### src/hw/rtl/interlock_alarm_supervisor_top_macros.svh
// ----------------------------------------------------------------------------
// interlock alarm supervisor assertion macros
// shared property forms for the supervisor checks
// ----------------------------------------------------------------------------
`ifndef INTERLOCK_ALARM_SUPERVISOR_TOP_MACROS_SVH
`define INTERLOCK_ALARM_SUPERVISOR_TOP_MACROS_SVH

// same-cycle implication, clocked on clk, off during reset
`define IAS_ASSERT_NOW(label, ante, cons, msg) \
    label: assert property (@(posedge clk) disable iff (!rst_n) (ante) |-> (cons)) \
        else $error(msg);

// next-cycle implication, clocked on clk, off during reset
`define IAS_ASSERT_NEXT(label, ante, cons, msg) \
    label: assert property (@(posedge clk) disable iff (!rst_n) (ante) |=> (cons)) \
        else $error(msg);

`endif

### src/hw/rtl/ias_pkg.sv
// ----------------------------------------------------------------------------
// ias_pkg
// types, codes and helpers shared by the interlock alarm supervisor
// ----------------------------------------------------------------------------
package ias_pkg;

    localparam int CFG_WIDTH          = 16;
    localparam int TIMER_WIDTH_DEF    = 16;
    localparam int LAMP_WIDTH         = 10;
    localparam int NUM_SENSORS        = 5;
    localparam int ITEM_WIDTH         = 9;
    localparam int DATA_WIDTH         = 16;
    localparam int CFG_INDEX_WIDTH    = 2;

    localparam logic [CFG_WIDTH-1:0] GRACE_TICKS_RST    = 16'd1000;
    localparam logic [CFG_WIDTH-1:0] SHUTDOWN_DELAY_RST = 16'd1000;
    localparam logic [CFG_WIDTH-1:0] MOTOR_STOP_RST     = 16'd100;

    localparam logic [CFG_INDEX_WIDTH-1:0] CFG_GRACE_TICKS    = 2'd0;
    localparam logic [CFG_INDEX_WIDTH-1:0] CFG_SHUTDOWN_DELAY = 2'd1;
    localparam logic [CFG_INDEX_WIDTH-1:0] CFG_MOTOR_STOP     = 2'd2;

    // timer owner codes, sensor i owns with code i+1
    localparam logic [2:0] OWNER_NONE = 3'd0;
    localparam logic [2:0] OWNER_TOP  = 3'd3;

    // lamp bit positions
    localparam int LAMP_ESTOP  = 0;
    localparam int LAMP_TEMP   = 1;
    localparam int LAMP_LOAD   = 2;
    localparam int LAMP_FLOW   = 3;
    localparam int LAMP_LEAK   = 4;
    localparam int LAMP_TOP    = 5;
    localparam int LAMP_BOTTOM = 6;
    localparam int LAMP_THIRD  = 7;
    localparam int LAMP_POS    = 8;
    localparam int LAMP_NEG    = 9;

    typedef struct packed {
        logic third_sensor_hit;
        logic upper_bottom_hit;
        logic upper_top_hit;
        logic leak_seen;
        logic flow_ok;
        logic load_ok;
        logic temp_ok;
        logic estop_ok;
        logic bypass_switch;
    } item_t;

    typedef struct packed {
        logic controller_ok;
        logic motor_enable;
        logic motor_ok;
        logic water_on;
        logic heater_on;
        logic alarm_on;
    } ctrl_t;

    localparam ctrl_t CTRL_DEFAULT = 6'h3E;

    // grace timer arbitration outcome
    typedef struct packed {
        logic [2:0] owner;
        logic       expire;
        logic       delayed;
    } arb_t;

    function automatic logic [NUM_SENSORS-1:0] sensor_faults(input item_t item);
        logic [NUM_SENSORS-1:0] f;
        begin
            f = {item.third_sensor_hit, item.upper_bottom_hit, item.upper_top_hit,
                 item.leak_seen, !item.flow_ok};
            return f;
        end
    endfunction

    function automatic logic [LAMP_WIDTH-1:0] live_lamps(input item_t item);
        logic [LAMP_WIDTH-1:0] l;
        begin
            l              = '0;
            l[LAMP_FLOW]   = !item.flow_ok;
            l[LAMP_LEAK]   = item.leak_seen;
            l[LAMP_TOP]    = item.upper_top_hit;
            l[LAMP_POS]    = item.upper_top_hit;
            l[LAMP_BOTTOM] = item.upper_bottom_hit;
            l[LAMP_NEG]    = item.upper_bottom_hit;
            l[LAMP_THIRD]  = item.third_sensor_hit;
            return l;
        end
    endfunction

endpackage

### src/hw/rtl/interlock_alarm_supervisor_top.sv
// ----------------------------------------------------------------------------
// interlock_alarm_supervisor_top
// one tick of sampled fault signals in, one lamp and control word out
//
// channel   direction  handshake            payload
// s_*       in         s_tvalid / s_tready  s_tdata: sampled fault signals
// m_*       out        m_tvalid / m_tready  m_tdata: lamps and control lines
// cfg_*     in         cfg_valid/cfg_ready  cfg_index, cfg_data
//
// one transaction per cycle sustained unless m_tready stalls the output,
// an input register feeds one pass of check and timer logic into the state
// registers, which also serve as the output register
// reset returns to run with lamps off, alarm off and all other controls on
// a stalled output holds its word while one more input transaction waits
// ----------------------------------------------------------------------------
module interlock_alarm_supervisor_top
    import ias_pkg::*;
#(
    parameter int TIMER_WIDTH = TIMER_WIDTH_DEF
)
(
    input  logic                       clk,
    input  logic                       rst_n,
    input  logic                       s_tvalid,
    output logic                       s_tready,
    // bypass_switch, estop_ok, temp_ok, load_ok, flow_ok, leak_seen,
    // upper_top_hit, upper_bottom_hit, third_sensor_hit, zero pad
    input  logic [DATA_WIDTH-1:0]      s_tdata,
    output logic                       m_tvalid,
    input  logic                       m_tready,
    // lamps[9:0], alarm_on, heater_on, water_on, motor_ok, motor_enable,
    // controller_ok
    output logic [DATA_WIDTH-1:0]      m_tdata,
    input  logic                       cfg_valid,
    output logic                       cfg_ready,
    input  logic [CFG_INDEX_WIDTH-1:0] cfg_index,
    input  logic [CFG_WIDTH-1:0]       cfg_data
);

`include "interlock_alarm_supervisor_top_macros.svh"

    logic                  in_valid_reg, in_valid_next;
    item_t                 in_item_reg;
    logic                  out_valid_reg, out_valid_next;
    logic [CFG_WIDTH-1:0]  grace_ticks_reg;
    logic [CFG_WIDTH-1:0]  shutdown_delay_reg;
    logic [CFG_WIDTH-1:0]  motor_stop_reg;
    logic                  advance;
    logic [LAMP_WIDTH-1:0] lamps;
    ctrl_t                 ctrl;

    assign advance   = in_valid_reg && (!out_valid_reg || m_tready);
    assign s_tready  = !in_valid_reg || advance;
    assign cfg_ready = 1'b1;

    always_comb
    begin
        in_valid_next  = s_tready ? s_tvalid : in_valid_reg;
        out_valid_next = advance ? 1'b1 : (out_valid_reg && !m_tready);
    end

    always_ff @(posedge clk or negedge rst_n)
    begin
        if (!rst_n)
        begin
            in_valid_reg  <= 1'b0;
            out_valid_reg <= 1'b0;
        end
        else
        begin
            in_valid_reg  <= in_valid_next;
            out_valid_reg <= out_valid_next;
        end
    end

    always_ff @(posedge clk)
    begin
        if (s_tvalid && s_tready)
        begin
            in_item_reg <= item_t'(s_tdata[ITEM_WIDTH-1:0]);
        end
    end

    always_ff @(posedge clk or negedge rst_n)
    begin
        if (!rst_n)
        begin
            grace_ticks_reg    <= GRACE_TICKS_RST;
            shutdown_delay_reg <= SHUTDOWN_DELAY_RST;
            motor_stop_reg     <= MOTOR_STOP_RST;
        end
        else if (cfg_valid && cfg_ready)
        begin
            unique case (cfg_index)
                CFG_GRACE_TICKS:    grace_ticks_reg    <= cfg_data;
                CFG_SHUTDOWN_DELAY: shutdown_delay_reg <= cfg_data;
                CFG_MOTOR_STOP:     motor_stop_reg     <= cfg_data;
                default:            grace_ticks_reg    <= grace_ticks_reg;
            endcase
        end
    end

    ias_core #(
        .TIMER_WIDTH (TIMER_WIDTH)
    ) u_core (
        .clk                  (clk),
        .rst_n                (rst_n),
        .advance              (advance),
        .item                 (in_item_reg),
        .grace_ticks          (grace_ticks_reg),
        .shutdown_delay_ticks (shutdown_delay_reg),
        .motor_stop_ticks     (motor_stop_reg),
        .lamps                (lamps),
        .ctrl                 (ctrl)
    );

    assign m_tvalid = out_valid_reg;
    assign m_tdata  = {ctrl, lamps};

    `IAS_ASSERT_NOW(a_alarm_drops_heater, ctrl.alarm_on,
                    !ctrl.heater_on && !ctrl.motor_ok,
                    "alarm raised with heater or motor permission still on")
    `IAS_ASSERT_NOW(a_halt_all_off, !ctrl.controller_ok,
                    ctrl.alarm_on && !ctrl.water_on && !ctrl.motor_enable,
                    "halted with a control line still on")
    `IAS_ASSERT_NEXT(a_halt_holds, !ctrl.controller_ok, $stable(m_tdata),
                     "output word changed after halt")

endmodule

### src/hw/rtl/ias_timer_arb.sv
// ----------------------------------------------------------------------------
// ias_timer_arb
// fixed-order arbitration of the shared grace timer and its expiry check
// ----------------------------------------------------------------------------
module ias_timer_arb
    import ias_pkg::*;
#(
    parameter int TIMER_WIDTH = TIMER_WIDTH_DEF
)
(
    input  logic [NUM_SENSORS-1:0] faults,
    input  logic [2:0]             owner_in,
    input  logic [TIMER_WIDTH-1:0] grace_in,
    input  logic [CFG_WIDTH-1:0]   grace_ticks,
    output arb_t                   arb,
    output logic [TIMER_WIDTH-1:0] grace_out
);

    localparam int CMP_WIDTH = (TIMER_WIDTH > CFG_WIDTH) ? TIMER_WIDTH : CFG_WIDTH;

    logic [2:0]             owner_v;
    logic [TIMER_WIDTH-1:0] grace_v;
    logic [TIMER_WIDTH-1:0] grace_inc;
    logic [2:0]             code;
    logic                   done;

    always_comb
    begin
        owner_v     = owner_in;
        grace_v     = grace_in;
        arb.expire  = 1'b0;
        arb.delayed = 1'b0;
        done        = 1'b0;
        grace_inc   = (grace_in == '1) ? grace_in : grace_in + 1'b1;
        for (int i = 0; i < NUM_SENSORS; i++)
        begin
            code = 3'(i + 1);
            if (!done)
            begin
                if (faults[i])
                begin
                    if (owner_v == OWNER_NONE)
                    begin
                        owner_v = code;
                        grace_v = '0;
                    end
                    else if (owner_v == code)
                    begin
                        grace_v = grace_inc;
                        if (CMP_WIDTH'(grace_inc) >= CMP_WIDTH'(grace_ticks))
                        begin
                            arb.expire  = 1'b1;
                            arb.delayed = (code >= OWNER_TOP);
                            done        = 1'b1;
                        end
                    end
                end
                else if (owner_v == code)
                begin
                    owner_v = OWNER_NONE;
                    grace_v = '0;
                end
            end
        end
        arb.owner = owner_v;
        grace_out = grace_v;
    end

endmodule

### src/hw/rtl/ias_core.sv
// ----------------------------------------------------------------------------
// ias_core
// supervisor state machine: run checks, shutdown sequence, lamp and control state
// ----------------------------------------------------------------------------
module ias_core
    import ias_pkg::*;
#(
    parameter int TIMER_WIDTH = TIMER_WIDTH_DEF
)
(
    input  logic                  clk,
    input  logic                  rst_n,
    input  logic                  advance,
    input  item_t                 item,
    input  logic [CFG_WIDTH-1:0]  grace_ticks,
    input  logic [CFG_WIDTH-1:0]  shutdown_delay_ticks,
    input  logic [CFG_WIDTH-1:0]  motor_stop_ticks,
    output logic [LAMP_WIDTH-1:0] lamps,
    output ctrl_t                 ctrl
);

    localparam int CMP_WIDTH = (TIMER_WIDTH > CFG_WIDTH) ? TIMER_WIDTH : CFG_WIDTH;

    typedef enum logic [2:0] {
        PH_RUN,
        PH_MOTOR_DELAYED,
        PH_MOTOR_IMMEDIATE,
        PH_WATER_WAIT,
        PH_HALT
    } phase_t;

    phase_t                 phase_reg, phase_next;
    logic [2:0]             owner_reg, owner_next;
    logic [TIMER_WIDTH-1:0] grace_reg, grace_next;
    logic [TIMER_WIDTH-1:0] delay_reg, delay_next;
    logic [TIMER_WIDTH-1:0] motor_reg, motor_next;
    logic [LAMP_WIDTH-1:0]  lamp_reg, lamp_next;
    ctrl_t                  ctrl_reg, ctrl_next;

    logic [TIMER_WIDTH-1:0] delay_inc;
    logic [TIMER_WIDTH-1:0] motor_inc;
    logic [TIMER_WIDTH-1:0] arb_grace;
    arb_t                   arb;
    logic                   start;
    logic                   start_delayed;
    logic                   halt;

    ias_timer_arb #(
        .TIMER_WIDTH (TIMER_WIDTH)
    ) u_timer_arb (
        .faults      (sensor_faults(item)),
        .owner_in    (owner_reg),
        .grace_in    (grace_reg),
        .grace_ticks (grace_ticks),
        .arb         (arb),
        .grace_out   (arb_grace)
    );

    always_comb
    begin
        phase_next    = phase_reg;
        owner_next    = owner_reg;
        grace_next    = grace_reg;
        delay_next    = delay_reg;
        motor_next    = motor_reg;
        lamp_next     = lamp_reg;
        ctrl_next     = ctrl_reg;
        start         = 1'b0;
        start_delayed = 1'b0;
        halt          = 1'b0;
        delay_inc     = (delay_reg == '1) ? delay_reg : delay_reg + 1'b1;
        motor_inc     = (motor_reg == '1) ? motor_reg : motor_reg + 1'b1;
        if (advance)
        begin
            unique case (phase_reg) inside
                PH_RUN:
                begin
                    if (item.bypass_switch)
                    begin
                        ctrl_next  = CTRL_DEFAULT;
                        owner_next = OWNER_NONE;
                        grace_next = '0;
                        lamp_next  = '0;
                    end
                    if (item.bypass_switch && item.estop_ok)
                    begin
                        lamp_next            = live_lamps(item);
                        lamp_next[LAMP_TEMP] = !item.temp_ok;
                        lamp_next[LAMP_LOAD] = !item.load_ok;
                    end
                    else if (!item.estop_ok || !item.temp_ok || !item.load_ok)
                    begin
                        lamp_next[LAMP_ESTOP] = !item.estop_ok;
                        lamp_next[LAMP_TEMP]  = !item.temp_ok;
                        lamp_next[LAMP_LOAD]  = !item.load_ok;
                        start                 = 1'b1;
                        start_delayed         = 1'b1;
                    end
                    else
                    begin
                        lamp_next     = live_lamps(item);
                        owner_next    = arb.owner;
                        grace_next    = arb_grace;
                        start         = arb.expire;
                        start_delayed = arb.delayed;
                    end
                end
                PH_MOTOR_DELAYED, PH_MOTOR_IMMEDIATE:
                begin
                    motor_next = motor_inc;
                    if (phase_reg == PH_MOTOR_DELAYED)
                    begin
                        delay_next = delay_inc;
                    end
                    if (CMP_WIDTH'(motor_inc) >= CMP_WIDTH'(motor_stop_ticks))
                    begin
                        ctrl_next.motor_enable = 1'b0;
                        if (phase_reg == PH_MOTOR_IMMEDIATE ||
                            CMP_WIDTH'(delay_next) >= CMP_WIDTH'(shutdown_delay_ticks))
                        begin
                            halt = 1'b1;
                        end
                        else
                        begin
                            phase_next = PH_WATER_WAIT;
                        end
                    end
                end
                PH_WATER_WAIT:
                begin
                    delay_next = delay_inc;
                    if (CMP_WIDTH'(delay_inc) >= CMP_WIDTH'(shutdown_delay_ticks))
                    begin
                        halt = 1'b1;
                    end
                end
                default:
                begin
                    phase_next = phase_reg;
                end
            endcase
        end
        if (start)
        begin
            ctrl_next.alarm_on  = 1'b1;
            ctrl_next.heater_on = 1'b0;
            ctrl_next.motor_ok  = 1'b0;
            if (!start_delayed)
            begin
                ctrl_next.water_on = 1'b0;
            end
            motor_next = '0;
            delay_next = '0;
            phase_next = start_delayed ? PH_MOTOR_DELAYED : PH_MOTOR_IMMEDIATE;
        end
        if (halt)
        begin
            ctrl_next.water_on      = 1'b0;
            ctrl_next.controller_ok = 1'b0;
            phase_next              = PH_HALT;
        end
    end

    always_ff @(posedge clk or negedge rst_n)
    begin
        if (!rst_n)
        begin
            phase_reg <= PH_RUN;
            owner_reg <= OWNER_NONE;
            grace_reg <= '0;
            delay_reg <= '0;
            motor_reg <= '0;
            lamp_reg  <= '0;
            ctrl_reg  <= CTRL_DEFAULT;
        end
        else
        begin
            phase_reg <= phase_next;
            owner_reg <= owner_next;
            grace_reg <= grace_next;
            delay_reg <= delay_next;
            motor_reg <= motor_next;
            lamp_reg  <= lamp_next;
            ctrl_reg  <= ctrl_next;
        end
    end

    assign lamps = lamp_reg;
    assign ctrl  = ctrl_reg;

endmodule
### config.mk
export PLATFORM = sky130hd
export DESIGN_NAME = interlock_alarm_supervisor_top
export DESIGN_NICKNAME = d
export VERILOG_FILES = /design/src/hw/rtl/ias_pkg.sv /design/src/hw/rtl/interlock_alarm_supervisor_top.sv /design/src/hw/rtl/ias_timer_arb.sv /design/src/hw/rtl/ias_core.sv
export VERILOG_INCLUDE_DIRS = /design/src /design/src/hw/rtl
export SDC_FILE = /design/constraint.sdc
export NUM_CORES = 1
export LEC_CHECK = 0
export BUFFER_PORTS_ARGS = -buffer_cell sky130_fd_sc_hd__buf_2
export CORE_ASPECT_RATIO = 0.8
export CORE_MARGIN = 1
export CORE_UTILIZATION = 25
export CTS_CLUSTER_SIZE = 30
export DETAILED_ROUTE_END_ITERATION = 10
export PLACE_DENSITY_LB_ADDON = 0.2
export SYNTH_ARGS = -nofsm -noshare
export SYNTH_HDL_FRONTEND = slang
export SYNTH_SLANG_ARGS = --single-unit
### constraint.sdc
create_clock -name clk -period 4 [get_ports clk]
set_clock_uncertainty 0.15 [all_clocks]
set_input_delay 0.8 -clock clk [delete_from_list [all_inputs] [get_ports clk]]
set_output_delay 0.8 -clock clk [all_outputs]
set_load 0.05 [all_outputs]
==> results.cfg <==
[global_route]
grt_antenna_before_repair = 0
grt_pass1_vias = 7174
track_usage_pct = 15.1
grt-ovfl-total = 0
grt_max_degree = 57
grt_pass1_wl_um = 40800

[worst_setup_path]
worstSetupPathType = reg -> reg
critPathCaptureType = register
crit_buf_inv = 3
worstPathRequired_ns = 4.18
worstPathMaxFanout = 15
r2r_start = u_core.grace_reg[0]
cpMaxStageDelayCell = dfrtp_1
critical_path.max_stage_delay_ns = 0.39
crit_family = compound AO/OA/AOI/OAI gates
rrSetupSlack_ns = 0.28
path_cells = ha_1, and2_1, buf_4, nand4_1, nand4_1, xnor2_2, ha_1, and4_1, o21ai_0, o31ai_2, a21oi_1, buf_4, a21o_1, buf_12, a22o_1
arrival_ns = 3.90
startpoint_type = register
critPathLaunch = u_core.grace_reg[0]

[run_status]
outcome = completed

[synth]
ys_ff_latch = 126
synth_top_family_by_area = compound AO/OA/AOI/OAI gates
synthAdderAreaFrac_pct = 9.80
async_flop_share_pct = 92.9
synth-compound-area-share_pct = 18.3
synth_area_per_cell_um2 = 8.97
yosys.area_share.simple_pct = 18.3
synth.area.mux_share_pct = 6.54
ys.flop_type = dfrtp_1
ys_types = 68
synth_cells = 954
synth_nets = 1060
synth_area_um2 = 8550
synth_enable_flop_cells = 9
synth_xor_area_share_pct = 4.20
yosysWarnings = 0
ys_seq_area_share_pct = 37.7

[place]
port_buffers = 49
gp_congestion = 0.807
dp_hpwl_um = 19000

[detailed_routing]
drc = 0
avgViaCountPerCell = 4.88
firstDrtPassIters = 5
drt-initial-drc-count = 440
wl_per_cell_um = 16.8
wirelength_um = 25100
final_antenna_net_count = 0
vias = 7287

[final_layout]
nFillCells = 3567
final_nets = 1152
area_growth_pct = 22.4
diodes = 0
layout-drive-gt1-share_pct = 23.1

[sta]
tns_ns = 0
max_freq_mhz = 269
rsz0062_at_grt = yes
holdWs_ns = 0.313
finalHoldViolCount = 0
fin_crit_sh_pct = 93.0
tightest_slew_ns = 1.21
finalSetupViolCount = 0
min_period_ns = 3.72
slew_viol_final = 0
relSlewSlack_pct = 18.6

[pwr]
sw_frac_of_total_pct = 39.8
leakage_nw = 4.76
p_sw_mw = 2.32
power_frac_seq_pct = 30.8
power_frac_comb_pct = 40.1
p_clk_share_pct = 29.1
intPower_mw = 3.51
ir_drop_mv = 0.258
power_density_nw_per_um2 = 557

[clocking]
numCtsBuffers = 17
htree_levels = 4
clock-sinks = 126
clkTransAtPathRegs_ns = 0.06
cts_tree = yes
cts.path.max_buffers = 2
cts_root_buf = clkbuf_16
insertion_delay_ns = 0.44
holdBufCountCts = 0

[floorplan]
die_area_um2 = 35000
start_util_pct = 25.4
fp.dieW_um = 209
core_area_um2 = 33600
die_h_um = 167
ios = 58
row_count = 60

[hold_path]
hp-class = in -> async

[job]
maxCapViolations = 0
## kinds of logic after synthesis
logic type / Yosys count
AO/OA/AOI/OAI: 237
XOR/XNOR: 41
adder cells (fa/ha/maj): 67
buffers and inverters: 111
flip-flops: 126
multiplexers: 51
other: 1
AND/OR/NAND/NOR: 320
## final timing paths
path,endpoint,cells after the start
max,u_core.motor_reg[13],15
max reg2reg,u_core.motor_reg[13],15
min,u_core.lamps[4],1
min in group clk,u_core.lamps[1],2
min reg2reg,u_core.lamps[1],2
max in group asynchronous,shutdown_delay_reg[6],2
## cells in the mapped netlist, types with 20 or more instances
master	n	area share, %
dfrtp_1	98	29
nand2_1	95	4.2
nor2_1	72	3.2
ha_1	67	9.8
o21ai_0	60	3.5
inv_1	58	2.5
a21oi_1	55	3.2
mux2_2	39	5.1
clkbuf_1	38	1.7
nand3_1	28	1.6
xnor2_1	25	2.6
nor3_1	22	1.3
nand2b_1	20	1.5
o2bb2ai_1	20	2.0
## routing by layer
metal	vias up	track usage, %	wire length [µm]
met5	-	0	0
met4	0	3.20	175
met3	11	3.64	984
met2	131	20.5	9980
met1	3510	23.5	13900
li1	3635	-	-
## power by group through the flow
stage / combinational [mW] / clock, mW / sequential [mW]
finish: 2.34 / 1.70 / 1.80
global route: 2.62 / 1.80 / 1.84
CTS: 2.30 / 1.74 / 1.79
detailed placement: 2.29 / 0 / 1.81
global placement: 2.28 / 0 / 1.81
floorplan: 1.42 / 0 / 1.92
## final cells by class
cell class | count | area [µm²] | share of cell area (%)
Clock buffer | 20 | 478 | 4.57
Timing Repair Buffer | 126 | 863 | 8.25
Sequential cell | 126 | 3220 | 30.8
Inverter | 58 | 218 | 2.08
Multi-Input combinational cell | 717 | 4990 | 47.7
Tap cell | 434 | 543 | 5.19
Clock inverter | 12 | 153 | 1.46
## layout by cell type, fill, tap and decap left out, types with 4 or more instances in the layout
| master | netlist | final |
|---|---|---|
| inv_6 | 0 | 4 |
| a21oi_1 | 55 | 54 |
| and3_1 | 18 | 16 |
| o21ai_1 | 5 | 7 |
| o2bb2ai_1 | 20 | 20 |
| nand4_1 | 18 | 18 |
| nand3_1 | 28 | 26 |
| a22o_1 | 14 | 14 |
| nor3_1 | 22 | 20 |
| mux2i_1 | 12 | 11 |
| o21a_1 | 4 | 4 |
| and2_1 | 7 | 7 |
| a211oi_1 | 8 | 8 |
| and4_1 | 7 | 7 |
| dfstp_2 | 19 | 19 |
| o21ai_0 | 60 | 57 |
| edfxtp_1 | 9 | 9 |
| xor2_1 | 16 | 16 |
| nand2b_1 | 20 | 20 |
| clkbuf_16 | 0 | 18 |
| buf_4 | 4 | 75 |
| nand2_1 | 95 | 95 |
| nor2_1 | 72 | 71 |
| xnor2_1 | 25 | 24 |
| dfrtp_1 | 98 | 96 |
| ha_1 | 67 | 67 |
| a31oi_1 | 10 | 10 |
| inv_1 | 58 | 58 |
| nor2b_1 | 6 | 6 |
| nand3b_1 | 5 | 5 |
| nor4_1 | 5 | 5 |
| a21o_1 | 16 | 16 |
| clkinv_2 | 0 | 4 |
| o31ai_1 | 5 | 4 |
| buf_2 | 8 | 48 |
| mux2_2 | 39 | 39 |
## stage by stage
| stage | area [µm²] | total power [mW] | instances | util (%) | setup slack (ns) |
|---|---|---|---|---|---|
| after floorplan | 8550 | 3.34 | 954 | - | 0.293 |
| after global placement | 9740 | 4.09 | 1461 | 29.0 | 0.124 |
| after detailed placement | 9740 | 4.11 | 1461 | 29.0 | 0.114 |
| after CTS | 10400 | 5.84 | 1493 | 30.8 | 0.0806 |
| after global routing | 10500 | 6.26 | 1493 | 31.1 | -0.0115 |
| final | 10500 | 5.83 | 1493 | 31.1 | 0.280 |
## timing repair
action / CTS / global route
buffers inserted: 0 / 0
resized for setup: 0 / 26
setup endpoints to repair: 0 / 40
No activity file was read; power rests on OpenSTA's default activity.
